--- src/design/mrm_pkg.sv ---
// shared constants, types and codes for the message ring mailbox
`default_nettype none

package mrm_pkg;

    // ring geometry
    localparam int RING_DEPTH    = 32;
    localparam int PAYLOAD_WORDS = 8;
    localparam int PTR_W         = $clog2(RING_DEPTH);
    localparam int CAP_W         = $clog2(RING_DEPTH + 1);

    // message field widths
    localparam int TYPE_W = 32;
    localparam int SIZE_W = 7;
    localparam int WORD_W = 64;

    // one stored message: type, size, payload words, lowest field first
    localparam int SIZE_LSB = TYPE_W;
    localparam int W0_LSB   = TYPE_W + SIZE_W;
    localparam int ROW_W    = TYPE_W + SIZE_W + PAYLOAD_WORDS * WORD_W;
    localparam int TDATA_W  = ((ROW_W + 7) / 8) * 8;
    localparam int MUSER_W  = 3;

    // size limits in bytes
    localparam logic [SIZE_W-1:0] MAX_SIZE  = SIZE_W'(PAYLOAD_WORDS * 8);
    localparam logic [SIZE_W-1:0] BELL_SIZE = SIZE_W'(8);

    // capacity register
    localparam logic [CAP_W-1:0] CAP_MIN   = CAP_W'(2);
    localparam logic [CAP_W-1:0] CAP_MAX   = CAP_W'(RING_DEPTH);
    localparam logic [CAP_W-1:0] CAP_RESET = CAP_W'(32);

    // configuration port
    localparam int APB_DATA_W = 32;
    localparam int ADDR_W     = 3;
    localparam logic [ADDR_W-3:0] CAP_REG_IDX = '0;

    // result status codes
    typedef enum logic [1:0] {
        ST_OK      = 2'd0,
        ST_INVALID = 2'd1,
        ST_FULL    = 2'd2,
        ST_EMPTY   = 2'd3
    } status_t;

    // controller states
    typedef enum logic [1:0] {
        S_IDLE,
        S_READ,
        S_RESP
    } state_t;

    // controller to datapath
    typedef struct packed {
        logic    wr_en;
        logic    rd_en;
        logic    load_now;
        logic    load_read;
        logic    ring_bell;
        status_t code;
    } cmd_t;

    // datapath to controller
    typedef struct packed {
        logic is_recv;
        logic size_bad;
        logic fits_bell;
        logic full;
        logic empty;
    } dp_status_t;

endpackage

`default_nettype wire

--- src/design/mrm_ctrl.sv ---
// request sequencer for the message ring mailbox
`default_nettype none

module mrm_ctrl (
    input  wire logic               aclk,
    input  wire logic               aresetn,
    input  wire logic               s_tvalid,
    output logic                    s_tready,
    output logic                    m_tvalid,
    input  wire logic               m_tready,
    input  wire mrm_pkg::dp_status_t st,
    output mrm_pkg::cmd_t           cmd
);

    mrm_pkg::state_t state_reg, state_next;

    // state register
    always_ff @(posedge aclk) begin
        if (!aresetn) begin
            state_reg <= mrm_pkg::S_IDLE;
        end else begin
            state_reg <= state_next;
        end
    end

    // next state
    always_comb begin
        state_next = state_reg;
        unique case (state_reg)
            mrm_pkg::S_IDLE: begin
                if (s_tvalid) begin
                    if (st.is_recv && !st.empty) begin
                        state_next = mrm_pkg::S_READ;
                    end else begin
                        state_next = mrm_pkg::S_RESP;
                    end
                end
            end
            mrm_pkg::S_READ: begin
                state_next = mrm_pkg::S_RESP;
            end
            mrm_pkg::S_RESP: begin
                if (m_tready) begin
                    state_next = mrm_pkg::S_IDLE;
                end
            end
            default: begin
                state_next = mrm_pkg::S_IDLE;
            end
        endcase
    end

    // commands and handshake outputs
    always_comb begin
        cmd      = '0;
        s_tready = 1'b0;
        m_tvalid = 1'b0;
        unique case (state_reg)
            mrm_pkg::S_IDLE: begin
                s_tready = 1'b1;
                if (s_tvalid) begin
                    if (st.is_recv) begin
                        if (st.empty) begin
                            cmd.load_now = 1'b1;
                            cmd.code     = mrm_pkg::ST_EMPTY;
                        end else begin
                            cmd.rd_en = 1'b1;
                        end
                    end else if (st.size_bad) begin
                        cmd.load_now = 1'b1;
                        cmd.code     = mrm_pkg::ST_INVALID;
                    end else if (st.full) begin
                        cmd.load_now = 1'b1;
                        cmd.code     = mrm_pkg::ST_FULL;
                    end else begin
                        cmd.wr_en     = 1'b1;
                        cmd.load_now  = 1'b1;
                        cmd.code      = mrm_pkg::ST_OK;
                        cmd.ring_bell = st.fits_bell;
                    end
                end
            end
            mrm_pkg::S_READ: begin
                cmd.load_read = 1'b1;
            end
            mrm_pkg::S_RESP: begin
                m_tvalid = 1'b1;
            end
            default: begin
                cmd = '0;
            end
        endcase
    end

endmodule

`default_nettype wire

--- config.mk ---
export PLATFORM = sky130hd
export DESIGN_NAME = mrm_ctrl
export DESIGN_NICKNAME = d
export VERILOG_FILES = /design/src/design/mrm_pkg.sv /design/src/design/mrm_ctrl.sv
export SDC_FILE = /design/constraint.sdc
export NUM_CORES = 1
export LEC_CHECK = 0
export BUFFER_PORTS_ARGS = -buffer_cell sky130_fd_sc_hd__buf_2
export CAP_MARGIN = 0
export CORE_AREA = 3 3 40 42
export DETAILED_ROUTE_END_ITERATION = 7
export DIE_AREA = 0 0 43 45
export PLACE_DENSITY_LB_ADDON = 0.3
export SLEW_MARGIN = 25
export SYNTH_ARGS = -nofsm -noshare
export SYNTH_HDL_FRONTEND = slang
export SYNTH_SLANG_ARGS = --single-unit
--- constraint.sdc ---
create_clock -name aclk -period 1.33 [get_ports aclk]
set_input_delay 0.3325 -clock aclk [delete_from_list [all_inputs] [get_ports aclk]]
set_output_delay 0.3325 -clock aclk [all_outputs]
set_load 0.01 [all_outputs]
# Word-level counts from Yosys, hierarchy flattened

Cells that the tools add are included.
W data, S select, Z words.

Equal/unequal tests: 4
Muxes and demuxes: 25
Reductions and logical operators: 4

Operators with widths:

| operator             | count |
|---|---|
| $mux W2              | 7 |
| $mux W1              | 13 |
| $mux W3              | 4 |
| $pmux W2 S3          | 1 |
| $ne A2 B2 Y1 const B | 2 |
| $eq A2 B1 Y1 const B | 1 |
| $eq A2 B2 Y1 const B | 1 |
| $logic_not A2 Y1     | 1 |
| $reduce_and A2 Y1    | 1 |
| $logic_and A1 B1 Y1  | 1 |
| $logic_not A1 Y1     | 1 |

Register bits after elaboration: 2
Output and inout port bits: 9
Word-level logic and storage cells: 34

# Logic depth before layout (Yosys ltp)

Gate-level depths: netlist (run 1).

Depth after elaboration: 5
Depth in mapped cells: 3
Mapped depth without buffers: 3

# Least setup slack after synthesis (run 1)

Ideal clock, no wire load.

Path type: register -> output
Start: reg state_reg[1]
End: out cmd[2] in the netlist's numbering
Arrival: 1.154 ns
Path slack: -0.156 ns
Stages on the path, launching flop included: 4
Path buffers: 0
Cell sequence: dfxtp_1 -> or3b_4 -> nor4_4 -> and2_1

RTL lines:

| what                     | line           | source |
|---|---|---|
| start: declaration       | mrm_ctrl.sv:15 | `mrm_pkg::state_t state_reg, state_next;` |
| start signal: assignment | mrm_ctrl.sv:20 | `state_reg <= mrm_pkg::S_IDLE;` |
| start signal: assignment | mrm_ctrl.sv:22 | `state_reg <= state_next;` |
| end: declaration         | mrm_ctrl.sv:12 | `output mrm_pkg::cmd_t cmd` |

==> results of run 1 <==
-- layout make-up --
cell class                      instances  area (um2)  area share (%)
Timing Repair Buffer                   23         146            39.5
Sequential cell                         2        41.3            11.1
Tap cell                               15        18.8            5.07
Multi-Input combinational cell         20         141            38.2
Clock buffer                            3        22.5            6.08
-- cell families after synthesis --
group | Yosys count | synth area share [%]
AO/OA/AOI/OAI | 4 | 12.1
flip-flops | 2 | 24.2
AND/OR/NAND/NOR | 16 | 63.6
-- routing by layer --
metal,track usage (%),share of wire [%],vias to the layer above
met5,0,0,-
met3,2.39,11,0
li1,-,-,125
met1,8.85,43,102
met2,9.28,46,12
met4,9.04,0,0
-- path summary, 6_finish.rpt --
| check | from | slack [ns] | cells past startpoint | end |
|---|---|---|---|---|
| hold reg to reg | state_reg[1] | 0.60 | 3 | state_reg[1] |
| hold / removal | aresetn | 0.32 | 2 | state_reg[0] |
| setup / recovery | state_reg[1] | -0.40 | 5 | cmd[5] |
| setup reg to reg | state_reg[1] | 0.09 | 5 | state_reg[0] |
-- cells in the final DEF (no fill, tap or decap) --
cell type   n
a21oi_1     2
a21oi_2     1
and2_1      1
and2_4      1
and2b_1     2
buf_2      15
buf_4       5
buf_6       3
clkbuf_4    3
dfxtp_1     1
dfxtp_2     1
nand2_1     4
nand2b_1    2
nor2_1      1
nor2_2      1
nor2_4      1
nor2b_1     1
nor4_4      1
o21ai_0     1
or3b_4      1
-- critical path, cell delays in order (launching register included) --
cell and delay [ns]:
dfxtp_2 0.30, or3b_4 0.42, buf_4 0.15, buf_6 0.11
nor2_4 0.08, buf_6 0.11
-- cell usage after synthesis (all sizes together) --
cell type	instances	area [um2]
a21oi	3	15.0
dfxtp	2	40.0
nand2	4	15.0
nor2	3	11.3
nor2b	1	6.26
o21ai	1	5.00
and2b	2	15.0
nor4	1	21.3
or3b	1	11.3
and2	2	12.5
nand2b	2	12.5
-- stage by stage --
stage                     cell area, um2  util [%]  setup WS, ns
after global routing                 370      28.8        -0.491
after detailed placement             302      23.5        -0.276
after floorplan                      168         -        -0.153
after CTS                            355      27.7        -0.390
final                                370      28.8        -0.401
after global placement               302      23.5        -0.260
-- power groups by stage --
stage | clock, mW | sequential, mW | combinational (mW)
floorplan | 0 | 0.0677 | 0.0380
global placement | 0 | 0.0667 | 0.0853
detailed placement | 0 | 0.0665 | 0.0856
CTS | 0.142 | 0.0658 | 0.0970
global route | 0.152 | 0.0671 | 0.114
finish | 0.136 | 0.0663 | 0.104
-- timing repair --
action | 4_1_cts | 5_1_grt
endpoints found under the setup margin | 6 | 8
hold buffers | 0 | 0
resized for setup | 5 | 3
pin swaps | 0 | 1
setup buffers | 1 | 1
==> results.tsv, run 1 <==
stage	metric	value	unit
placed_design	DP Wirelength	421	um
sta	fin crit share	130	%
power_and_ir_drop	Pint	0.221	mW
sta	Fin Hold WS	0.324	ns
sta	Worst-Margin Slew	0.214	ns
sta	Slew Viols, Final	0	
floorplanning	die area	1940	um2
power_and_ir_drop	Logic pwr share	33.9	%
power_and_ir_drop	clock group share of total power	44.4	%
clock_network	clk root buf	clkbuf_4	
global_routing	initial antenna violation count	0	
clock_network	CTS tree	done	
drt	vias post-DR	239	
power_and_ir_drop	sequential share of power	21.6	%
sta	Finish-stage setup viols	6	
logic_synthesis	synthesized flop and latch total	2	
clock_network	CTS clk-pin slew, worst paths	0.03	ns
power_and_ir_drop	Power Dens Cells	828	nW/um2
power_and_ir_drop	static leakage	0.193	nW
floorplanning	core area	1280	um2
sta	fmax	0.578	GHz
logic_synthesis	Mapped Cells	22	
placed_design	IO buf count	17	
sta	RSZ-0062 raised after global routing	true	
clock_network	Max Buffers Root-to-Sink	2	
critical_path	crit-path max FO	4	
drt	average wire per standard cell	9.56	um
critical_path	Crit path arrival time	1.40	ns
critical_path	CP Capture Type	primary output	
power_and_ir_drop	Switch Pwr	0.0859	mW
logic_synthesis	sequential fraction of the synthesis area	24.2	%
drt	drt total wl	602	um
run_status	failing checks	setup timing	
critical_path	Worst setup SP type	flop	
hold_path	Hold Crit Class	input pin to flop	
critical_path	CP Class	flop to primary output	
drt	drc violations	0	
clock_network	clk sinks	2	
placed_design	Placer Congestion	0.671	
power_and_ir_drop	VDD IR max	0.212	mV
final_layout	nets@finish	59	
floorplanning	width of the die	43	um
global_routing	largest net degree at the start of global routing	5	
clock_network	Worst-Skew Late Latency	0.22	ns
placed_design	dpl cells	58	
logic_synthesis	number of distinct library cells after synthesis	11	
sta	Setup TNS Final	-2.05	ns
logic_synthesis	Mean Syn Cell Area	7.51	um2
critical_path	Critical Path RT	1.00	ns
floorplanning	Die Span Y	45	um
final_layout	share of layout cells above drive strength 1	68.8	%
sta	crit path time final	1.73	ns
sta	max_slew headroom	85.6	%
logic_synthesis	yosys warns	0	
floorplanning	row count	13	
drt	Antenna Nets Post-Route	0	
drt	vias per cell	3.79	
final_layout	# diodes	0	
floorplanning	I/O pins	18	
sta	final hold violations	0	
clock_network	H-tree Lvls	1	
floorplanning	Starting Density	12.9	%
global_routing	vias in the first global route	235	
power_and_ir_drop	switching power share of the total	28.0	%
sta	final worst setup slack	-0.401	ns
final_layout	Area Growth Syn to Fin	124	%
power_and_ir_drop	total power	0.307	mW
logic_synthesis	netlist area before placement	165	um2
clock_network	Num CTS Buffers	3	
logic_synthesis	Mapped Nets	31	
flow_run	Max Cap Viol	0	
global_routing	grt ovf	0	
run_status	status	complete, but fails checks	
drt	drt first pass iters	2	
global_routing	first-pass GRT wire length	966	um
global_routing	GRT Total Usage	7.39	%
final_layout	non-filler cells, final	63	
sta	Final Skew	0.00185	ns
drt	initial DRC count	1	
final_layout	fillers	148	
final_layout	Largest register FFs	2	
No activity file was read; power rests on OpenSTA's default activity.
==> run 2: changes to the inputs <==
--- a/config.mk
+++ b/config.mk
@@ -7,10 +7,13 @@
 export LEC_CHECK = 0
 export BUFFER_PORTS_ARGS = -buffer_cell sky130_fd_sc_hd__buf_2
 export CAP_MARGIN = 0
+export CELL_PAD_IN_SITES_DETAIL_PLACEMENT = 1
+export CELL_PAD_IN_SITES_GLOBAL_PLACEMENT = 1
 export CORE_AREA = 3 3 40 42
 export DETAILED_ROUTE_END_ITERATION = 7
 export DIE_AREA = 0 0 43 45
 export PLACE_DENSITY_LB_ADDON = 0.3
+export SKIP_LAST_GASP = 1
 export SLEW_MARGIN = 25
 export SYNTH_ARGS = -nofsm -noshare
 export SYNTH_HDL_FRONTEND = slang
==> run 2 against run 1 <==
Critical endpoint is now cmd[2]. Critical path depth fell by 1. Wire length is 3.5% higher. The run still ends with setup timing left. Power decreased by 1.5%.
==> results.tsv, run 2 (synthesis results as in run 1) <==
stage	metric	value	unit	change
global_routing	first-pass GRT wire length	1.12	mm	+16%
power_and_ir_drop	static leakage	0.194	nW	+0.29%
floorplanning	I/O pins	18		unchanged
critical_path	Critical Path RT	1.00	ns	about the same
sta	Finish-stage setup viols	6		unchanged
floorplanning	Starting Density	12.9	%	unchanged
final_layout	# diodes	0		unchanged
drt	vias post-DR	251		+5.0%
clock_network	cts-stage hold buffer count	0		unchanged
sta	fmax	0.580	GHz	+0.46%
clock_network	clk root buf	clkbuf_4		
floorplanning	row count	13		unchanged
floorplanning	core area	1280	um2	unchanged
final_layout	Area Growth Syn to Fin	125	%	
global_routing	GRT Total Usage	7.98	%	+0.59 points
critical_path	Crit path arrival time	1.39	ns	about the same
clock_network	clk sinks	2		unchanged
drt	drt total wl	623	um	+3.5%
clock_network	H-tree Lvls	1		unchanged
final_layout	design area	372	um2	+0.34%
sta	max_slew headroom	86.1	%	+0.50 points
floorplanning	width of the die	43	um	unchanged
final_layout	nets@finish	59		unchanged
placed_design	Placer Congestion	0.687		+2.4%
placed_design	IO buf count	17		unchanged
final_layout	commonest non-fill, non-tap cells in the layout	15 x buf_2, 5 x buf_4, 4 x nand2_1, 3 x clkbuf_4, 3 x buf_6		
drt	initial DRC count	0		-1
sta	fin crit share	130	%	-0.60 points
sta	Fin Hold WS	0.340	ns	+0.0158 ns
final_layout	non-filler cells, final	63		unchanged
floorplanning	Die Span Y	45	um	unchanged
sta	Final Skew	0.000741	ns	-0.00111 ns
drt	Antenna Nets Post-Route	0		unchanged
drt	vias per cell	3.98		+5.0%
hold_path	Hold Crit Class	input pin to flop		
drt	average wire per standard cell	9.89	um	+3.5%
critical_path	CP Capture Type	primary output		
power_and_ir_drop	VDD IR max	0.159	mV	-25%
placed_design	post-placement cell area	309	um2	+2.5%
sta	Slew Viols, Final	0		unchanged
clock_network	Max Buffers Root-to-Sink	2		unchanged
global_routing	vias in the first global route	291		+24%
final_layout	share of layout cells above drive strength 1	68.8	%	unchanged
flow_run	Max Cap Viol	0		unchanged
clock_network	CTS clk-pin slew, worst paths	0.03	ns	about the same
sta	final worst setup slack	-0.393	ns	+0.00801 ns
placed_design	pre-CTS setup slack	-0.276	ns	-0.000156 ns
drt	drc violations	0		unchanged
drt	drt first pass iters	1		-1
final_layout	Largest register FFs	2		unchanged
run_status	failing checks	setup timing		
run_status	status	complete, but fails checks		
placed_design	dpl cells	59		+1.7%
clock_network	Worst-Skew Late Latency	0.22	ns	about the same
sta	RSZ-0062 raised after global routing	true		
placed_design	DP Wirelength	517	um	+23%
clock_network	Num CTS Buffers	3		unchanged
critical_path	Worst setup SP type	flop		
global_routing	initial antenna violation count	0		unchanged
sta	final hold violations	0		unchanged
sta	Worst-Margin Slew	0.206	ns	-0.00750 ns
clock_network	CTS tree	done		
power_and_ir_drop	total power	0.302	mW	-1.5%
final_layout	commonest non-fill, non-tap cell in the layout	buf_2		
global_routing	grt ovf	0		unchanged
power_and_ir_drop	Power Dens Cells	812	nW/um2	-1.9%
critical_path	CP Class	flop to primary output		
critical_path	crit-path max FO	4		unchanged
final_layout	fillers	164		+11%
global_routing	largest net degree at the start of global routing	5		unchanged
sta	crit path time final	1.72	ns	-0.00801 ns
floorplanning	die area	1940	um2	unchanged
run 2: cell count changes in the layout (fill, tap and decap cells not counted):
cell	before	now
a21oi_1	2	1
nor2_1	1	2
a21oi_2	1	2
nor2_2	1	0
run 2: stage by stage:
stage / util [%] / TNS [ns]
final: 28.9 / -1.91
after global routing: 28.9 / -2.33
after CTS: 27.8 / -2.05
after detailed placement: 24.1 / -1.17
after global placement: 24.1 / -1.19
after floorplan: - / -0.153
run 2: path summary, 6_finish.rpt:
| check | from | end | slack (ns) | cells after the start |
|---|---|---|---|---|
| hold reg to reg | state_reg[1] | state_reg[1] | 0.61 | 3 |
| setup / recovery | state_reg[1] | cmd[2] | -0.39 | 4 |
| hold / removal | aresetn | state_reg[0] | 0.34 | 2 |
| setup reg to reg | state_reg[1] | state_reg[0] | 0.15 | 4 |
run 2: layout make-up:
type                            count  area, um2  share of cell area (%)
Clock buffer                        3       22.5                    6.06
Multi-Input combinational cell     20        143                    38.4
Sequential cell                     2       41.3                    11.1
Tap cell                           15       18.8                    5.05
Timing Repair Buffer               23        146                    39.4
run 2: critical path, stage by stage, from the launching register on:
cell and delay [ns]:
dfxtp_2 0.30, or3b_4 0.43, nor4_4 0.16, and2_4 0.17
buf_2 0.12
run 2: where the power goes:
part	switching, mW	internal [mW]
registers	0.00178	0.0647
clock network	0.0310	0.0992
logic	0.0481	0.0571
run 2: per-layer routing:
metal | wire length (um) | track usage (%) | part of all wire (%) | vias up
met5 | 0 | 0 | 0 | -
met1 | 241 | 7.67 | 39 | 108
met3 | 110 | 5.58 | 18 | 0
li1 | - | - | - | 125
met4 | 0 | 5.42 | 0 | 0
met2 | 271 | 12.3 | 43 | 18
run 2: what timing repair did:
item / CTS / global route
setup buffers: 1 / 0
setup endpoints to repair: 6 / 7
resized for setup: 4 / 4
==> run 3: changes to the inputs <==
==> constraint.sdc (replaced) <==
create_clock -name aclk -period 1.4 [get_ports aclk]
set_input_delay 0.35 -clock aclk [delete_from_list [all_inputs] [get_ports aclk]]
set_output_delay 0.35 -clock aclk [all_outputs]
set_load 0.01 [all_outputs]
==> run 3 against run 2 <==
The run still ends with setup timing left. Via count decreased by 3.2%. Cell area is 3.7% lower. Clock-buffer cell count is the same. Cell count decreased by 1.6%. Setup slack better by 0.034 ns. Sequential power shrank 5.0%. Power down 6.6%. Worst hold slack improved by 0.018 ns. Non-clock buffer count fell by 1. Critical endpoint unchanged. Largest cell class is now multi-input gates. Largest power group unchanged.
==> results.tsv, run 3 (synthesis results as in run 1) <==
stage	metric	value	unit	change
final_layout	Area Growth Syn to Fin	117	%	
placed_design	Placer Congestion	0.704		+2.5%
power_and_ir_drop	clock group share of total power	44.3	%	+1.2 points
clock_network	cts-stage hold buffer count	0		unchanged
drt	vias per cell	3.92		-1.6%
clock_network	Worst-Skew Late Latency	0.22	ns	about the same
sta	RSZ-0062 raised after global routing	true		
sta	final worst setup slack	-0.359	ns	+0.0339 ns
final_layout	Finished Core Util	27.8	%	-1.1 points
power_and_ir_drop	Logic pwr share	33.3	%	-1.5 points
sta	crit path time final	1.76	ns	
power_and_ir_drop	Power Dens Cells	788	nW/um2	-3.0%
floorplanning	Die Span Y	45	um	unchanged
final_layout	share of layout cells above drive strength 1	68.1	%	-0.66 points
floorplanning	I/O pins	18		unchanged
final_layout	# diodes	0		unchanged
drt	initial DRC count	0		unchanged
clock_network	clk sinks	2		unchanged
power_and_ir_drop	static leakage	0.188	nW	-3.2%
run_status	failing checks	setup timing		
sta	fmax	0.569	GHz	
critical_path	Largest stage delay, worst path	0.43	ns	about the same
run_status	status	complete, but fails checks		
global_routing	largest net degree at the start of global routing	5		unchanged
floorplanning	Starting Density	12.9	%	unchanged
clock_network	Num CTS Buffers	3		unchanged
final_layout	Largest register FFs	2		unchanged
sta	Slew Viols, Final	0		unchanged
clock_network	Max Buffers Root-to-Sink	2		unchanged
sta	final hold violations	0		unchanged
drt	Antenna Nets Post-Route	0		unchanged
drt	average wire per standard cell	9.13	um	-7.7%
power_and_ir_drop	switching power share of the total	27.1	%	+0.35 points
power_and_ir_drop	VDD IR max	0.149	mV	-6.4%
global_routing	initial antenna violation count	0		unchanged
critical_path	CP Cell Sequence	or3b_4, nor4_4, and2_4, buf_2		
critical_path	CP Class	flop to primary output		
sta	Setup TNS Final	-1.64	ns	+0.264 ns
clock_network	H-tree Lvls	1		unchanged
critical_path	Crit path arrival time	1.41	ns	+0.02 ns
floorplanning	core area	1280	um2	unchanged
sta	Final Skew	0.000102	ns	-0.000639 ns
sta	max_slew headroom	85.0	%	-1.2 points
clock_network	clk root buf	clkbuf_4		
clock_network	CTS clk-pin slew, worst paths	0.03	ns	about the same
drt	drt total wl	566	um	-9.1%
sta	fin crit share	126	%	
global_routing	first-pass GRT wire length	959	um	-14%
final_layout	commonest non-fill, non-tap cells in the layout	16 x buf_2, 4 x nand2_1, 4 x buf_4, 3 x clkbuf_4		
sta	Finish-stage setup viols	6		unchanged
critical_path	CP Capture Type	primary output		
placed_design	DP Wirelength	478	um	-7.5%
flow_run	Max Cap Viol	0		unchanged
global_routing	GRT Total Usage	7.48	%	-0.50 points
power_and_ir_drop	sequential share of power	22.4	%	+0.4 points
global_routing	vias in the first global route	228		-22%
critical_path	crit-path max FO	4		unchanged
global_routing	grt ovf	0		unchanged
hold_path	Hold Crit Class	input pin to flop		
clock_network	CTS tree	done		
floorplanning	die area	1940	um2	unchanged
drt	vias post-DR	243		-3.2%
critical_path	slowest cell on the critical path	or3b_4		
drt	drc violations	0		unchanged
power_and_ir_drop	Switch Pwr	0.0765	mW	-5.3%
floorplanning	row count	13		unchanged
floorplanning	width of the die	43	um	unchanged
final_layout	commonest non-fill, non-tap cell in the layout	buf_2		
critical_path	Critical Path RT	1.05	ns	+0.05 ns
placed_design	IO buf count	17		unchanged
final_layout	nets@finish	58		-1.7%
sta	Worst-Margin Slew	0.223	ns	+0.0172 ns
critical_path	Worst setup SP type	flop		
power_and_ir_drop	Pint	0.206	mW	-7.0%
sta	Fin Hold WS	0.358	ns	+0.0183 ns
drt	drt first pass iters	1		unchanged
run 3: cell count changes in the layout (fill, tap and decap cells not counted), sizes merged:
cell	before	now
buf	23	22
run 3: timing repair:
action | CTS | global route
pin swaps | 0 | 0
gates resized for setup | 3 | 4
setup buffers | 1 | 0
endpoints found under the setup margin | 6 | 6
run 3: power groups by stage:
stage / Clock, mW / Combinational, mW / Sequential, mW
finish: 0.125 / 0.0941 / 0.0632
global route: 0.144 / 0.104 / 0.0641
CTS: 0.132 / 0.0905 / 0.0627
detailed placement: 0 / 0.0819 / 0.0634
global placement: 0 / 0.0820 / 0.0634
floorplan: 0 / 0.0361 / 0.0643
run 3: stage by stage:
stage	std cells	setup WS, ns	power [mW]	instance area, um2
floorplan	22	-0.110	0.100	168
global placement	58	-0.245	0.145	302
detailed placement	58	-0.252	0.145	302
CTS	62	-0.370	0.285	345
global route	62	-0.432	0.312	358
finish	62	-0.359	0.282	358
run 3: area by class of cell:
| cell class | instances | area, um2 |
|---|---|---|
| fillers | 161 | 927 |
| repair buffers | 22 | 133 |
| multi-input cells | 20 | 143 |
| clock buffers | 3 | 22.5 |
| flip-flops and latches | 2 | 41.3 |
| well taps | 15 | 18.8 |
run 3: routing by layer:
| metal | vias up | wire length, um | track usage [%] |
|---|---|---|---|
| li1 | 124 | - | - |
| met1 | 101 | 244 | 7.43 |
| met2 | 18 | 220 | 10.2 |
| met3 | 0 | 101 | 6.37 |
| met4 | 0 | 0 | 5.42 |
| met5 | - | 0 | 0 |
run 3: worst max-delay path: cells and delay by family (launching register included):
family                 cells  cell delay, ns
DFF                        1            0.31
buffers and inverters      1            0.12
and+or+nand+nor            3            0.77
run 3: worst paths after layout:
path / startpoint / end / slack, ns / cells past startpoint
hold / removal: aresetn / state_reg[0] / 0.36 / 2
hold reg to reg: state_reg[1] / state_reg[1] / 0.61 / 3
setup / recovery: state_reg[1] / cmd[2] / -0.36 / 4
setup reg to reg: state_reg[1] / state_reg[0] / 0.22 / 4
